==> src/design/pdve_pkg.sv <==
// Package for the phase driven value easer: payload structs, per-channel record,
// controller/datapath command and status types, and the curve constants.
// No dependencies.
package pdve_pkg;

  localparam int unsigned VALUE_BITS = 16;
  localparam int unsigned CH_BITS    = 4;
  localparam int unsigned DIV_STEPS  = 18;
  localparam int unsigned CNT_BITS   = $clog2(DIV_STEPS);

  // Curve coefficients, Q30 and Q45
  localparam logic signed [47:0] C1_X      = 48'sd2147462173;
  localparam logic signed [47:0] C2_X      = 48'sd1073740750;
  localparam logic signed [47:0] Q45_ONE_X = 48'sh2000_0000_0000;

  typedef enum logic [0:0] {
    CFG_CURVE   = 1'b0,
    CFG_BIPOLAR = 1'b1
  } cfg_reg_e;

  typedef struct packed {
    logic [CH_BITS-1:0]    channel;
    logic [VALUE_BITS-1:0] phase_now;
    logic [VALUE_BITS-1:0] target_value;
    logic                  restart;
  } easer_in_t;

  typedef struct packed {
    logic [CH_BITS-1:0]    out_channel;
    logic [VALUE_BITS-1:0] eased_value;
    logic                  settled;
  } easer_out_t;

  typedef struct packed {
    logic [VALUE_BITS-1:0] prev;
    logic [VALUE_BITS-1:0] pac;
    logic [15:0]           peak;
    logic                  fin;
    logic [VALUE_BITS-1:0] start;
    logic [VALUE_BITS-1:0] cur;
  } chan_rec_t;

  typedef enum logic [3:0] {
    OP_NONE,
    OP_LATCH,
    OP_LOAD,
    OP_K1,
    OP_D,
    OP_PROD,
    OP_E,
    OP_NUM,
    OP_DSTART,
    OP_DSTEP,
    OP_CEND,
    OP_SQ,
    OP_CUBE,
    OP_G,
    OP_MAG,
    OP_RES
  } dp_op_e;

  typedef struct packed {
    dp_op_e op;
    logic   bi;
    logic   wb;
  } dp_cmd_t;

  typedef struct packed {
    logic init;
    logic a_nz;
    logic b_nz;
    logic ovf;
    logic out_free;
  } dp_sts_t;

endpackage

==> src/design/pdve_ctrl.sv <==
// Controller of the easer: sequences load, curve stages, division and ease.
// Depends on pdve_pkg.
module pdve_ctrl import pdve_pkg::*; (
  input  logic    clk_i,
  input  logic    rst_ni,
  input  logic    in_valid_i,
  output logic    in_stall_o,
  input  dp_sts_t sts_i,
  output dp_cmd_t cmd_o
);

  typedef enum logic [15:0] {
    S_IDLE = 16'h0001,
    S_LOAD = 16'h0002,
    S_K1   = 16'h0004,
    S_D    = 16'h0008,
    S_PROD = 16'h0010,
    S_E    = 16'h0020,
    S_NUM  = 16'h0040,
    S_DST  = 16'h0080,
    S_DIV  = 16'h0100,
    S_CEND = 16'h0200,
    S_SQ   = 16'h0400,
    S_CUBE = 16'h0800,
    S_G    = 16'h1000,
    S_MAG  = 16'h2000,
    S_RES  = 16'h4000,
    S_WB   = 16'h8000
  } state_e;

  state_e              state_q, state_d;
  logic                bi_q, bi_d;
  logic [CNT_BITS-1:0] cnt_q, cnt_d;

  always_comb begin
    state_d   = state_q;
    bi_d      = bi_q;
    cnt_d     = cnt_q;
    cmd_o.op  = OP_NONE;
    cmd_o.bi  = bi_q;
    cmd_o.wb  = 1'b0;
    case (state_q)
      S_IDLE: begin
        if (in_valid_i) begin
          cmd_o.op = OP_LATCH;
          state_d  = S_LOAD;
        end
      end
      S_LOAD: begin
        cmd_o.op = OP_LOAD;
        if (sts_i.init) begin
          state_d = S_WB;
        end else if (sts_i.a_nz) begin
          bi_d    = 1'b0;
          state_d = S_K1;
        end else if (sts_i.b_nz) begin
          bi_d    = 1'b1;
          state_d = S_K1;
        end else begin
          state_d = S_SQ;
        end
      end
      S_K1: begin
        cmd_o.op = OP_K1;
        state_d  = S_D;
      end
      S_D: begin
        cmd_o.op = OP_D;
        state_d  = S_PROD;
      end
      S_PROD: begin
        cmd_o.op = OP_PROD;
        state_d  = S_E;
      end
      S_E: begin
        cmd_o.op = OP_E;
        state_d  = S_NUM;
      end
      S_NUM: begin
        cmd_o.op = OP_NUM;
        state_d  = S_DST;
      end
      S_DST: begin
        cmd_o.op = OP_DSTART;
        cnt_d    = '0;
        // quotient beyond 18 bits saturates anyway: skip the division
        state_d  = sts_i.ovf ? S_CEND : S_DIV;
      end
      S_DIV: begin
        cmd_o.op = OP_DSTEP;
        if (cnt_q == CNT_BITS'(DIV_STEPS - 1)) begin
          state_d = S_CEND;
        end else begin
          cnt_d = cnt_q + 1'b1;
        end
      end
      S_CEND: begin
        cmd_o.op = OP_CEND;
        if (!bi_q && sts_i.b_nz) begin
          bi_d    = 1'b1;
          state_d = S_K1;
        end else begin
          state_d = S_SQ;
        end
      end
      S_SQ: begin
        cmd_o.op = OP_SQ;
        state_d  = S_CUBE;
      end
      S_CUBE: begin
        cmd_o.op = OP_CUBE;
        state_d  = S_G;
      end
      S_G: begin
        cmd_o.op = OP_G;
        state_d  = S_MAG;
      end
      S_MAG: begin
        cmd_o.op = OP_MAG;
        state_d  = S_RES;
      end
      S_RES: begin
        cmd_o.op = OP_RES;
        state_d  = S_WB;
      end
      S_WB: begin
        cmd_o.wb = 1'b1;
        // hold until the output register can take the beat
        if (sts_i.out_free) begin
          state_d = S_IDLE;
        end
      end
      default: begin
        state_d = S_IDLE;
      end
    endcase
  end

  assign in_stall_o = (state_q != S_IDLE);

  always_ff @(posedge clk_i or negedge rst_ni) begin
    if (!rst_ni) begin
      state_q <= S_IDLE;
      bi_q    <= 1'b0;
      cnt_q   <= '0;
    end else begin
      state_q <= state_d;
      bi_q    <= bi_d;
      cnt_q   <= cnt_d;
    end
  end

endmodule

==> config.mk <==
export PLATFORM = sky130hd
export DESIGN_NAME = pdve_ctrl
export DESIGN_NICKNAME = d
export VERILOG_FILES = /design/src/design/pdve_pkg.sv /design/src/design/pdve_ctrl.sv
export SDC_FILE = /design/constraint.sdc
export NUM_CORES = 1
export LEC_CHECK = 0
export CORE_AREA = 10 10 60 62
export DETAILED_ROUTE_END_ITERATION = 8
export DIE_AREA = 0 0 70 72
export DONT_BUFFER_PORTS = 1
export GPL_TIMING_DRIVEN = 1
export PLACE_DENSITY = 0.8
export SLEW_MARGIN = 10
export SYNTH_ARGS = -nofsm -noshare
export SYNTH_HDL_FRONTEND = slang
export SYNTH_SLANG_ARGS = --single-unit
==> constraint.sdc <==
create_clock -name clk_i -period 6.9 [get_ports clk_i]
set_clock_uncertainty 0.15 [all_clocks]
set_input_delay 1.38 -clock clk_i [delete_from_list [all_inputs] [get_ports clk_i]]
set_output_delay 1.38 -clock clk_i [all_outputs]
set_load 0.02 [all_outputs]
# [Word-level counts from Yosys, hierarchy flattened]
# Cells that the tools add are included.
[classes] eq_ne=25 reduce_logical=7 n_mux=19 add_sub_neg=1
[ops] op="$pmux W16 S16" n=1
[ops] op="$mux W16" n=4
[ops] op="$pmux W4 S15" n=1
[ops] op="$mux W11" n=3
[ops] op="$eq A16 B1 Y1 const B" n=1
[ops] op="$eq A16 B10 Y1 const B" n=1
[ops] op="$eq A16 B11 Y1 const B" n=1
[ops] op="$eq A16 B12 Y1 const B" n=1
[ops] op="$eq A16 B13 Y1 const B" n=1
[ops] op="$eq A16 B14 Y1 const B" n=1
[ops] op="$eq A16 B15 Y1 const B" n=1
[ops] op="$eq A16 B16 Y1 const B" n=1
[ops] op="$eq A16 B2 Y1 const B" n=1
[ops] op="$eq A16 B3 Y1 const B" n=1
[ops] op="$eq A16 B4 Y1 const B" n=1
[ops] op="$eq A16 B5 Y1 const B" n=1
[ops] op="$eq A16 B6 Y1 const B" n=1
[ops] op="$eq A16 B7 Y1 const B" n=1
[ops] op="$eq A16 B8 Y1 const B" n=1
[ops] op="$eq A16 B9 Y1 const B" n=1
[ops] op="$ne A16 B1 Y1 const B" n=1
[ops] op="$ne A2 B2 Y1 const B" n=6
[ops] op="$mux W10" n=1
[ops] op="$pmux W5 S2" n=1
[ops] op="other kinds (12)" n=18
[totals] in_bits=8 register_bits=22

# [Depth between registers and ports, before layout]
[logic_depth] ltp_word=4 ltp_mapped=7

# [Least setup slack after synthesis]
# OpenSTA, ideal clock, no wires.
[synth_path] path_kind="reg-to-output" start="reg state_q[2]" end="out cmd_o[4] (netlist name)" t_required_ns=5.370 path_stages_with_launch=7 arrival_time_ns=1.892 slack_ns=3.478 path_cell_list="dfrtp_1 clkbuf_1 nor4_2 and2_4 nand2_1 o41ai_1 or4b_1"
[synth_rtl] element="from (decl)" line="pdve_ctrl.sv:31" source="state_e state_q, state_d;"
[synth_rtl] element="from (signal assigned)" line="pdve_ctrl.sv:147" source="state_q <= state_d;"
[synth_rtl] element="to (decl)" line="pdve_ctrl.sv:9" source="output dp_cmd_t cmd_o"

==> results.sh <==
export IMPL_firstDrtPassIters=4
export IMPL_tightestPinTransition_ps=828.4
export IMPL_ys_types=44
export IMPL_slew_headroom=0.4426
export IMPL_die_width_microns=70
export IMPL_worst_path_max_fanout=7
export IMPL_drc=0
export IMPL_hold_path_class="flip-flop to flip-flop"
export IMPL_path_clk_slew_ps=130
export IMPL_utilization=0.5957
export IMPL_busiest_layer="met2"
export IMPL_portBuffers=0
export IMPL_final_cell_mix="21 x dfrtp_1, 17 x nor2_1, 9 x nand2_1, 8 x nor3_1"
export IMPL_h_tree_depth=1
export IMPL_drive_above_1_share=0.1164
export IMPL_min_period_ps=4288
export IMPL_final_hold_violation_count=0
export IMPL_synthCells=154
export IMPL_max_freq_ghz=0.2332
export IMPL_maxSlewViolCount=0
export IMPL_power_switching_mw=0.1547
export IMPL_pre_cts_ws_ps=3064
export IMPL_async_flop_share=1.000
export IMPL_dp_cells=172
export IMPL_cp_start_kind="flip-flop"
export IMPL_gp_congestion=0.9069
export IMPL_routedWlPerCell_microns=18.97
export IMPL_grt_max_degree=23
export IMPL_initial_utilization=0.5916
export IMPL_cts_buffers=3
export IMPL_cp_slowest_stage_delay_ps=750
export IMPL_fin_hold_ws_ps=436.2
export IMPL_path_cells="nor4_1, nand4_1, nor4b_2, nor2_1, or4b_1"
export IMPL_antenna_left=0
export IMPL_ctsResizeCount=0
export IMPL_drv_cap=0
export IMPL_core_area_sq_um=2432
export IMPL_mappedNetlistNets=164
export IMPL_grt_total_usage=0.1319
export IMPL_synth_ff_type="dfrtp_1"
export IMPL_antenna_cells=0
export IMPL_via_per_inst=6.688
export IMPL_post_cts_buffers=0
export IMPL_irDropWorstVdd_mv=0.2444
export IMPL_placed_area_sq_um=1413
export IMPL_grt_use_met1=0.1612
export IMPL_io_pins=15
export IMPL_combinationalPowerShare=0.362
export IMPL_final_area_sq_um=1449
export IMPL_r2r_cells=5
export IMPL_rsz0062_at_grt="no"
export IMPL_fin_nets=157
export IMPL_clockBufferDepth=2
export IMPL_drt_total_wl_microns=3339
export IMPL_use_met2=0.2236
export IMPL_setup_violations_final=0
export IMPL_antenna_found_initial=0
export IMPL_seq_area_frac_synth=0.3835
export IMPL_cts_hold_fix_buffers=0
export IMPL_mostFrequentLayoutCell="dfrtp_1"
export IMPL_cts_sinks=22
export IMPL_pwr_share_seq=0.443
export IMPL_pwr_share_clk=0.195
export IMPL_grt_pass1_vias=1139
export IMPL_setup_ws_ps=2612
export IMPL_tns_ps=0
export IMPL_arrival_ps=2760
export IMPL_rows=18
export IMPL_drt_iter0_drc=76
export IMPL_cts_tree="yes"
export IMPL_cts_root_buf="clkbuf_4"
export IMPL_required_ps=5370
export IMPL_stdcell_count=176
export IMPL_die_y_microns=72
export IMPL_crit_path_end_kind="output port"
export IMPL_grt_pass1_wl_microns=5630
export IMPL_yosysWarnings=0
export IMPL_netlist_area_sq_um=1439
export IMPL_p_total_mw=0.3859
export IMPL_fp_dieArea_sq_um=5040
export IMPL_p_int_mw=0.2312
export IMPL_post_route_period_util=0.6214
export IMPL_area_delta_synth_final_pct=0.6957
export IMPL_worstSetupPathType="flip-flop to output port"
export IMPL_status="finished, final reports clean"
export IMPL_powerDensity_nw_per_um2=266.3
export IMPL_p_sw_frac=0.4010
export IMPL_ys_seq_elements=22
export IMPL_slowest_stage="nor4_1"
export IMPL_vias=1177
export IMPL_syn_mean_instance_area_sq_um=9.343
export IMPL_gr_usage_met3=0.03673
export IMPL_dp_hpwl_microns=2518
export IMPL_holdPathStages=1
export IMPL_clk_latency_ps=320
export IMPL_grt_overflow_total=0
export IMPL_synth_enable_flop_cells=0
export IMPL_leakagePower_nw=0.6179
## cell families (layout without fill, tap and decap cells)
kind of cell,count (synthesis),in the layout,share of synthesized area
simple gates,86,86,0.3817
buf+inv,16,8,0.05477
xor+xnor,11,11,0.06695
compound gates,17,17,0.09566
flops,22,22,0.3835
fa+ha+maj,2,2,0.01739
## synth_stat cells (2+ instances only)
library cell | number | share of area
a21oi_1 | 4 | 0.014
a32o_1 | 2 | 0.014
and2_1 | 3 | 0.013
and3_1 | 4 | 0.017
and4_1 | 2 | 0.012
buf_2 | 3 | 0.010
buf_4 | 2 | 0.010
clkbuf_1 | 6 | 0.016
dfrtp_1 | 21 | 0.37
ha_1 | 2 | 0.017
inv_1 | 4 | 0.010
nand2_1 | 9 | 0.023
nand2b_1 | 4 | 0.017
nand3_1 | 6 | 0.021
nand4_1 | 6 | 0.026
nand4b_1 | 2 | 0.012
nor2_1 | 17 | 0.044
nor3_1 | 8 | 0.028
nor3b_1 | 2 | 0.010
nor4_1 | 3 | 0.013
nor4_2 | 2 | 0.017
nor4b_1 | 4 | 0.024
o21ai_0 | 4 | 0.014
o41ai_1 | 2 | 0.012
or4_1 | 3 | 0.016
or4_4 | 2 | 0.016
xnor2_1 | 6 | 0.037
xor2_1 | 5 | 0.030
## cell type report
type | count | area (sq um)
fill | 205 | 983.4
clock buffer | 4 | 36.28
sequential | 22 | 551.8
tap | 30 | 37.54
inverter | 4 | 15.01
multi-input combinational | 116 | 808.3
## registers in the layout (all words and copies together), names as in the netlist
register  cells
bi_q          1
cnt_q         5
state_q      16
## final timing paths
kind,from,slack [ps],end
min reg2reg,cnt_q[0],440,cnt_q[0]
max reg2reg,state_q[8],4320,bi_q
max,state_q[8],2610,cmd_o[4]
min in group asynchronous,rst_ni,580,state_q[6]
min,cnt_q[0],440,cnt_q[0]
max in group asynchronous,rst_ni,5840,state_q[0]
## layer usage
metal	vias to the layer above	part of all wire
li1	554	-
met4	0	0.010
met2	44	0.48
met3	6	0.057
met1	573	0.45
met5	-	0
## worst max-delay path: cells and delay by family (launching register included)
kind          cells  cell delay (ps)
simple gates      5             1960
flops             1              460
## power by group through the flow
stage / logic (mW) / clock network, mW / registers (mW)
6_report: 0.140 / 0.0752 / 0.171
5_1_grt: 0.156 / 0.0810 / 0.174
4_1_cts: 0.140 / 0.0751 / 0.170
3_5_place_dp: 0.139 / 0 / 0.173
3_3_place_gp: 0.137 / 0 / 0.172
2_1_floorplan: 0.126 / 0 / 0.160
No activity file was read; power rests on OpenSTA's default activity.
